--- config.mk ---
export PLATFORM = sky130hd
export DESIGN_NAME = marker_frame_receiver_top
export DESIGN_NICKNAME = d
export VERILOG_FILES = /design/src/design/mfr_pkg.sv /design/src/design/marker_frame_receiver_top.sv /design/src/design/mfr_parser.sv /design/src/design/mfr_result_fifo.sv
export SDC_FILE = /design/constraint.sdc
export NUM_CORES = 1
export LEC_CHECK = 0
export ABC_AREA = 0
export BUFFER_PORTS_ARGS = -buffer_cell sky130_fd_sc_hd__buf_2
export CORE_ASPECT_RATIO = 1.2
export CORE_MARGIN = 2
export CORE_UTILIZATION = 38
export CTS_CLUSTER_DIAMETER = 150
export DETAILED_ROUTE_END_ITERATION = 8
export GPL_TIMING_DRIVEN = 1
export PLACE_DENSITY = 0.62
export SLEW_MARGIN = 20
export SYNTH_ARGS = -nofsm -noshare
export SYNTH_HDL_FRONTEND = slang
export SYNTH_SLANG_ARGS = --single-unit
export TNS_END_PERCENT = 1
--- constraint.sdc ---
create_clock -name clock -period 6.2 [get_ports clock]
set_input_delay 1.24 -clock clock [delete_from_list [all_inputs] [get_ports clock]]
set_output_delay 1.24 -clock clock [all_outputs]
set_load 0.01 [all_outputs]
--- src/design/mfr_pkg.sv ---
`default_nettype none

package mfr_pkg;

   localparam int unsigned WORDS_PER_FRAME_DEF = 8;
   localparam logic [7:0]  MARKER_RESET        = 8'hAA;

   typedef enum logic [2:0] {
      PH_HUNT = 3'd0,
      PH_ID   = 3'd1,
      PH_CMD  = 3'd2,
      PH_DATA = 3'd3,
      PH_SUM  = 3'd4
   } phase_type;

   typedef enum logic {
      KIND_WORD      = 1'b0,
      KIND_FRAME_END = 1'b1
   } kind_type;

   typedef struct packed {
      kind_type           kind;
      logic [5:0]         word_index;
      logic signed [31:0] word_value;
      logic [7:0]         frame_id;
      logic [7:0]         frame_cmd;
      logic               checksum_ok;
   } result_type;

   typedef struct packed {
      phase_type  phase;
      logic       push;
      kind_type   kind;
   } parse_status_type;

endpackage

`default_nettype wire

--- src/design/marker_frame_receiver_top.sv ---
// channel  direction  handshake               payload
// req      in         req_valid / req_stall   req_rx_byte
// rsp      out        rsp_valid / rsp_stall   kind, index, value, id, cmd, checksum_ok
// csr      in         csr_wr_en               csr_wr_data (marker byte)
//
// One byte per cycle while req_stall is low; the parse state updates at the
// accepting edge, queueing any result for rsp in a two-entry output queue.
// req_stall rises only while both queue entries hold undelivered results.
// Synchronous active-high reset: hunting, marker 0xAA, queue empty.
`default_nettype none

module marker_frame_receiver_top
   import mfr_pkg::*;
#(
   parameter int unsigned WORDS_PER_FRAME = WORDS_PER_FRAME_DEF
) (
   input  wire logic         clock,
   input  wire logic         reset,
   input  wire logic         req_valid,
   output logic              req_stall,
   input  wire logic [7:0]   req_rx_byte,
   output logic              rsp_valid,
   input  wire logic         rsp_stall,
   output logic              rsp_result_kind,
   output logic [5:0]        rsp_word_index,
   output logic signed [31:0] rsp_word_value,
   output logic [7:0]        rsp_frame_id,
   output logic [7:0]        rsp_frame_cmd,
   output logic              rsp_checksum_ok,
   input  wire logic         csr_wr_en,
   input  wire logic [7:0]   csr_wr_data
);

   logic             fifo_full;
   logic             accept;
   result_type       parse_result;
   result_type       head;
   parse_status_type status;
   logic [1:0]       fifo_count;

   assign req_stall = fifo_full;
   assign accept    = req_valid && !req_stall;

   mfr_parser #(
      .WORDS_PER_FRAME(WORDS_PER_FRAME)
   ) u_parser (
      .clock      (clock),
      .reset      (reset),
      .csr_wr_en  (csr_wr_en),
      .csr_wr_data(csr_wr_data),
      .byte_valid (accept),
      .rx_byte    (req_rx_byte),
      .result     (parse_result),
      .status     (status)
   );

   mfr_result_fifo u_fifo (
      .clock    (clock),
      .reset    (reset),
      .push     (status.push),
      .push_data(parse_result),
      .full     (fifo_full),
      .rsp_valid(rsp_valid),
      .rsp_stall(rsp_stall),
      .head     (head),
      .count    (fifo_count)
   );

   assign rsp_result_kind = head.kind;
   assign rsp_word_index  = head.word_index;
   assign rsp_word_value  = head.word_value;
   assign rsp_frame_id    = head.frame_id;
   assign rsp_frame_cmd   = head.frame_cmd;
   assign rsp_checksum_ok = head.checksum_ok;

   a_count_bound: assert property (@(posedge clock) disable iff (reset)
      fifo_count != 2'd3)
      else $error("result queue count out of range");

   a_no_push_when_full: assert property (@(posedge clock) disable iff (reset)
      fifo_full |-> !status.push)
      else $error("result pushed into full queue");

   a_frame_end_to_hunt: assert property (@(posedge clock) disable iff (reset)
      (status.push && status.kind == KIND_FRAME_END) |=> status.phase == PH_HUNT)
      else $error("frame end did not return to hunting");

   a_push_shows_result: assert property (@(posedge clock) disable iff (reset)
      status.push |=> rsp_valid)
      else $error("pushed result not presented");

endmodule

`default_nettype wire

--- src/design/mfr_parser.sv ---
`default_nettype none

module mfr_parser
   import mfr_pkg::*;
#(
   parameter int unsigned WORDS_PER_FRAME = WORDS_PER_FRAME_DEF
) (
   input  wire logic       clock,
   input  wire logic       reset,
   input  wire logic       csr_wr_en,
   input  wire logic [7:0] csr_wr_data,
   input  wire logic       byte_valid,
   input  wire logic [7:0] rx_byte,
   output result_type      result,
   output parse_status_type status
);

   localparam logic [6:0] LAST_COUNT = 7'(WORDS_PER_FRAME);

   phase_type   phase_ff, phase_in;
   logic [1:0]  biw_ff, biw_in;
   logic [5:0]  count_ff, count_in;
   logic [23:0] asm_ff, asm_in;
   logic [7:0]  sum_ff, sum_in;
   logic [7:0]  id_ff, id_in;
   logic [7:0]  cmd_ff, cmd_in;
   logic [7:0]  marker_ff, marker_in;
   logic        push;
   logic [6:0]  count_next;

   assign marker_in  = csr_wr_en ? csr_wr_data : marker_ff;
   assign count_next = {1'b0, count_ff} + 7'd1;

   always_comb begin
      phase_in = phase_ff;
      biw_in   = biw_ff;
      count_in = count_ff;
      asm_in   = asm_ff;
      sum_in   = sum_ff;
      id_in    = id_ff;
      cmd_in   = cmd_ff;
      push     = 1'b0;
      result   = '{kind: KIND_WORD, word_index: 6'd0, word_value: 32'sd0,
                   frame_id: id_ff, frame_cmd: cmd_ff, checksum_ok: 1'b0};
      if (byte_valid) begin
         case (phase_ff)
            PH_ID: begin
               id_in    = rx_byte;
               sum_in   = sum_ff + rx_byte;
               phase_in = PH_CMD;
            end
            PH_CMD: begin
               cmd_in   = rx_byte;
               sum_in   = sum_ff + rx_byte;
               phase_in = PH_DATA;
               biw_in   = 2'd0;
               count_in = 6'd0;
               asm_in   = 24'd0;
            end
            PH_DATA: begin
               sum_in = sum_ff + rx_byte;
               case (biw_ff)
                  2'd0: begin
                     asm_in[7:0] = rx_byte;
                     biw_in      = 2'd1;
                  end
                  2'd1: begin
                     asm_in[15:8] = rx_byte;
                     biw_in       = 2'd2;
                  end
                  2'd2: begin
                     asm_in[23:16] = rx_byte;
                     biw_in        = 2'd3;
                  end
                  default: begin
                     push              = 1'b1;
                     result.word_index = count_ff;
                     result.word_value = {rx_byte, asm_ff};
                     biw_in            = 2'd0;
                     asm_in            = 24'd0;
                     count_in          = count_next[5:0];
                     if (count_next >= LAST_COUNT) begin
                        phase_in = PH_SUM;
                     end
                  end
               endcase
            end
            PH_SUM: begin
               push               = 1'b1;
               result.kind        = KIND_FRAME_END;
               result.checksum_ok = (sum_ff == rx_byte);
               phase_in           = PH_HUNT;
               biw_in             = 2'd0;
               count_in           = 6'd0;
               asm_in             = 24'd0;
               sum_in             = 8'd0;
            end
            default: begin
               phase_in = PH_HUNT;
               if (rx_byte == marker_ff) begin
                  sum_in   = rx_byte;
                  phase_in = PH_ID;
               end
            end
         endcase
      end
   end

   assign status = '{phase: phase_ff, push: push, kind: result.kind};

   always_ff @(posedge clock) begin
      if (reset) begin
         phase_ff  <= PH_HUNT;
         biw_ff    <= 2'd0;
         count_ff  <= 6'd0;
         asm_ff    <= 24'd0;
         sum_ff    <= 8'd0;
         id_ff     <= 8'd0;
         cmd_ff    <= 8'd0;
         marker_ff <= MARKER_RESET;
      end else begin
         phase_ff  <= phase_in;
         biw_ff    <= biw_in;
         count_ff  <= count_in;
         asm_ff    <= asm_in;
         sum_ff    <= sum_in;
         id_ff     <= id_in;
         cmd_ff    <= cmd_in;
         marker_ff <= marker_in;
      end
   end

endmodule

`default_nettype wire

--- src/design/mfr_result_fifo.sv ---
`default_nettype none

module mfr_result_fifo
   import mfr_pkg::*;
(
   input  wire logic  clock,
   input  wire logic  reset,
   input  wire logic  push,
   input  wire result_type push_data,
   output logic       full,
   output logic       rsp_valid,
   input  wire logic  rsp_stall,
   output result_type head,
   output logic [1:0] count
);

   result_type  mem [2];
   logic        wr_ptr_ff, wr_ptr_in;
   logic        rd_ptr_ff, rd_ptr_in;
   logic [1:0]  count_ff, count_in;
   logic        pop;

   assign rsp_valid = (count_ff != 2'd0);
   assign full      = (count_ff == 2'd2);
   assign pop       = rsp_valid && !rsp_stall;
   assign head      = mem[rd_ptr_ff];
   assign count     = count_ff;

   assign wr_ptr_in = push ? !wr_ptr_ff : wr_ptr_ff;
   assign rd_ptr_in = pop  ? !rd_ptr_ff : rd_ptr_ff;

   always_comb begin
      count_in = count_ff;
      case ({push, pop})
         2'b10:   count_in = count_ff + 2'd1;
         2'b01:   count_in = count_ff - 2'd1;
         default: count_in = count_ff;
      endcase
   end

   always_ff @(posedge clock) begin
      if (push) begin
         mem[wr_ptr_ff] <= push_data;
      end
   end

   always_ff @(posedge clock) begin
      if (reset) begin
         wr_ptr_ff <= 1'b0;
         rd_ptr_ff <= 1'b0;
         count_ff  <= 2'd0;
      end else begin
         wr_ptr_ff <= wr_ptr_in;
         rd_ptr_ff <= rd_ptr_in;
         count_ff  <= count_in;
      end
   end

endmodule

`default_nettype wire
==> results.toml <==
[finish]
nNetsFinal = 728
stdcell_area_mm2 = 0.00906
diodes = 0
final_common_cell = "edfxtp_1"
drive_gt1_frac = 0.255
fillers = 1832
final_cell_mix = "112 x edfxtp_1, 78 x buf_2, 71 x dfxtp_1, 56 x mux2_2, 45 x a21oi_1"
post-route-util = 0.449
syn2layout_area_growth_pct = 16.0

[timing]
min_period_over_period = 0.577
tightestPinTransition_ns = 0.926
timing.fmax_ghz = 0.280
rsz0062_at_grt = "no"
post-route-min-period_ns = 3.58
fin_skew_ns = 0.0168
finalMaxSlewViolations = 0
tns_ns = 0
hold_viol = 0
slew_headroom = 0.383
setup_viol = 0

[drt]
drtIter0Drc = 280
antenna_left = 0
via_count = 4950
wire_per_inst_um = 16.8
viasPerCell = 5.10
drc = 0
dr.pass1.iters = 4
drt-total-wl_mm = 16.3

[clocking]
insertion_delay_ns = 0.43
cts.path.max_buffers = 2
cts-root-buf = "clkbuf_16"
h-tree-depth = 4
cts_tree = "yes"
clkSinkCount = 184
cts_hold_buffers = 0
cts_made_buffers = 17
cts_setup_buffers = 0
path_clk_slew_ns = 0.08
ctsResizeCount = 0

[critical_path]
cp.arrival_ns = 2.34
crit_family = "flip-flops"
crit_path_start_kind = "flip-flop"
worstPathMaxFanout = 37
crit_path_end_kind = "output pin"
critPathKind = "reg -> out"
rrSetupSlack_ns = 2.99
crit_path_cell_trace = "buf_4, mux2_2, buf_2"
max_stage_delay_ns = 0.94
slowest_stage = "dfxtp_2"
worstReg2RegEnd = "u_fifo.mem[1][5]"
critPathRequiredTime_ns = 4.96
reg2reg_depth = 5
timing.rr.start = "u_fifo.count[0]"
cp_num_buf_inv = 2

[placed_design]
port_buffers = 78
dp_hpwl_mm = 10.6
gp_congestion = 0.808
dpl-instance-area_mm2 = 0.00842

[min_path]
hp-class = "reg -> reg"
hold_path_end = "u_parser.asm_ff[10]"
worstHoldStart = "u_parser.asm_ff[10]"
min_path_cells = 2

[floorplanning]
fp.dieH_um = 161
die_x_um = 135
rows = 57
coreArea_mm2 = 0.0202
dieArea_mm2 = 0.0217
pin_count = 79
start_util = 0.387

[logic_synthesis]
synth_edf_count = 112
syn_inst = 630
ys_warn_count = 0
yosysUniqueCellTypes = 54
syn_nets = 666
avgSynthCellArea_um2 = 12.4
synth_sequential_area_ratio = 0.615
synth_top_flop_cell = "edfxtp_1"
synth-seq-cells = 184
netlist_area_mm2 = 0.00781
synthArstFlopShare = 0

[power_and_ir_drop]
ir_drop_v = 0.000213
p_leak_nw = 3.06
p_per_area_mw_per_mm2 = 273

[status]
status = "completed"

[grt]
grt_max_degree = 69
overflow = 0
grt_pass1_vias = 4917
grt_pass1_wl_mm = 25.9
antenna_found_initial = 0
track_usage = 0.154

[job]
max_cap_viol_count = 0
-- logic make-up after synthesis --
| kind of cell | count (synthesis) | share of synthesized area |
|---|---|---|
| compound gates | 93 | 0.0744 |
| xor+xnor | 18 | 0.0202 |
| fa+ha+maj | 15 | 0.0250 |
| buf+inv | 55 | 0.0287 |
| flops | 184 | 0.615 |
| mux | 84 | 0.117 |
| simple gates | 181 | 0.120 |
-- final cells by class --
class	count	area, um^2	share of cell area
Sequential cell	184	4810	0.530
Multi-Input combinational cell	391	2800	0.309
Timing Repair Buffer	83	428	0.0472
Clock buffer	17	425	0.0469
Tap cell	265	332	0.0366
Clock inverter	15	215	0.0237
Inverter	15	56.3	0.00621
-- stage by stage --
stage	hold WS, ns	cells	power, mW	setup WS, ns
4_1_cts	0.452	970	2.49	2.55
2_1_floorplan	0.425	630	1.35	1.42
6_report	0.449	970	2.47	2.62
5_1_grt	0.475	970	2.55	2.48
3_5_place_dp	0.442	938	1.38	2.20
3_3_place_gp	0.436	938	1.37	2.33
-- layer usage --
layer	track usage	vias up	share of wire
met5	0	-	0
met2	0.272	115	0.52
met4	0.0598	0	0.017
li1	-	2392	-
met1	0.185	2423	0.42
met3	0.0282	20	0.043
-- sequential cells by signal (all words and copies together), names as in the netlist, named ones only --
signal / cells
u_fifo.mem: 112
u_parser.count_ff: 6
u_parser.marker_ff: 8
u_parser.cmd_ff: 8
u_parser.phase_ff: 3
u_fifo.count: 2
u_parser.asm_ff: 24
u_parser.id_ff: 8
u_parser.sum_ff: 8
u_fifo.rd_ptr_ff: 1
u_parser.biw_ff: 2
u_fifo.wr_ptr_ff: 1
-- report_power, final --
group          leakage [nW]  internal, mW  switching (mW)  total (mW)
clock network         0.310         0.595           0.529        1.12
logic                  1.32        0.0200          0.0395      0.0595
registers              1.44          1.28         0.00280        1.29
-- worst register-to-register path, delay by kind of cell, from the launching register on --
kind	cells	cell delay [ns]
DFF	1	0.38
and+or+nand+nor	4	1.99
buffers and inverters	1	0.50
-- cells in the mapped netlist, types with 2 or more instances --
cell type	number	area [um^2]
edfxtp_1	112	3360
dfxtp_1	72	1440
mux2_2	56	631
a21oi_1	45	225
and2_1	41	257
nor2_1	41	154
nand2_1	34	128
clkbuf_1	30	113
mux2i_1	28	280
nand3_1	19	95.1
inv_1	15	56.3
xnor2_1	15	131
ha_1	14	175
a211oi_1	9	67.6
or3_1	9	56.3
a22oi_1	7	52.6
nand2b_1	7	43.8
nor3_1	7	35.0
o21ai_0	7	35.0
buf_2	5	25.0
a21o_1	4	30.0
nand4_1	4	25.0
o21a_1	4	30.0
and3_1	3	18.8
buf_1	3	11.3
nand3b_1	3	22.5
o21ai_1	3	15.0
xor2_1	3	26.3
a2111oi_0	2	17.5
a31oi_1	2	12.5
a41oi_1	2	17.5
nor2b_1	2	12.5
-- worst max path at each step --
| stage | to | slack [ns] | from | cells past startpoint |
|---|---|---|---|---|
| after floorplan | u_fifo.mem[0][0] | 1.42 | req_valid | 5 |
| after global placement | u_fifo.mem[1][8] | 2.33 | req_valid | 5 |
| after detailed placement | u_fifo.mem[1][6] | 2.20 | req_valid | 5 |
| after CTS | rsp_frame_id[3] | 2.55 | flip-flop | 3 |
| after global routing | rsp_frame_id[2] | 2.48 | flip-flop | 3 |
| final | rsp_frame_id[2] | 2.62 | flip-flop | 3 |
Power figures use the tool's default switching activity.
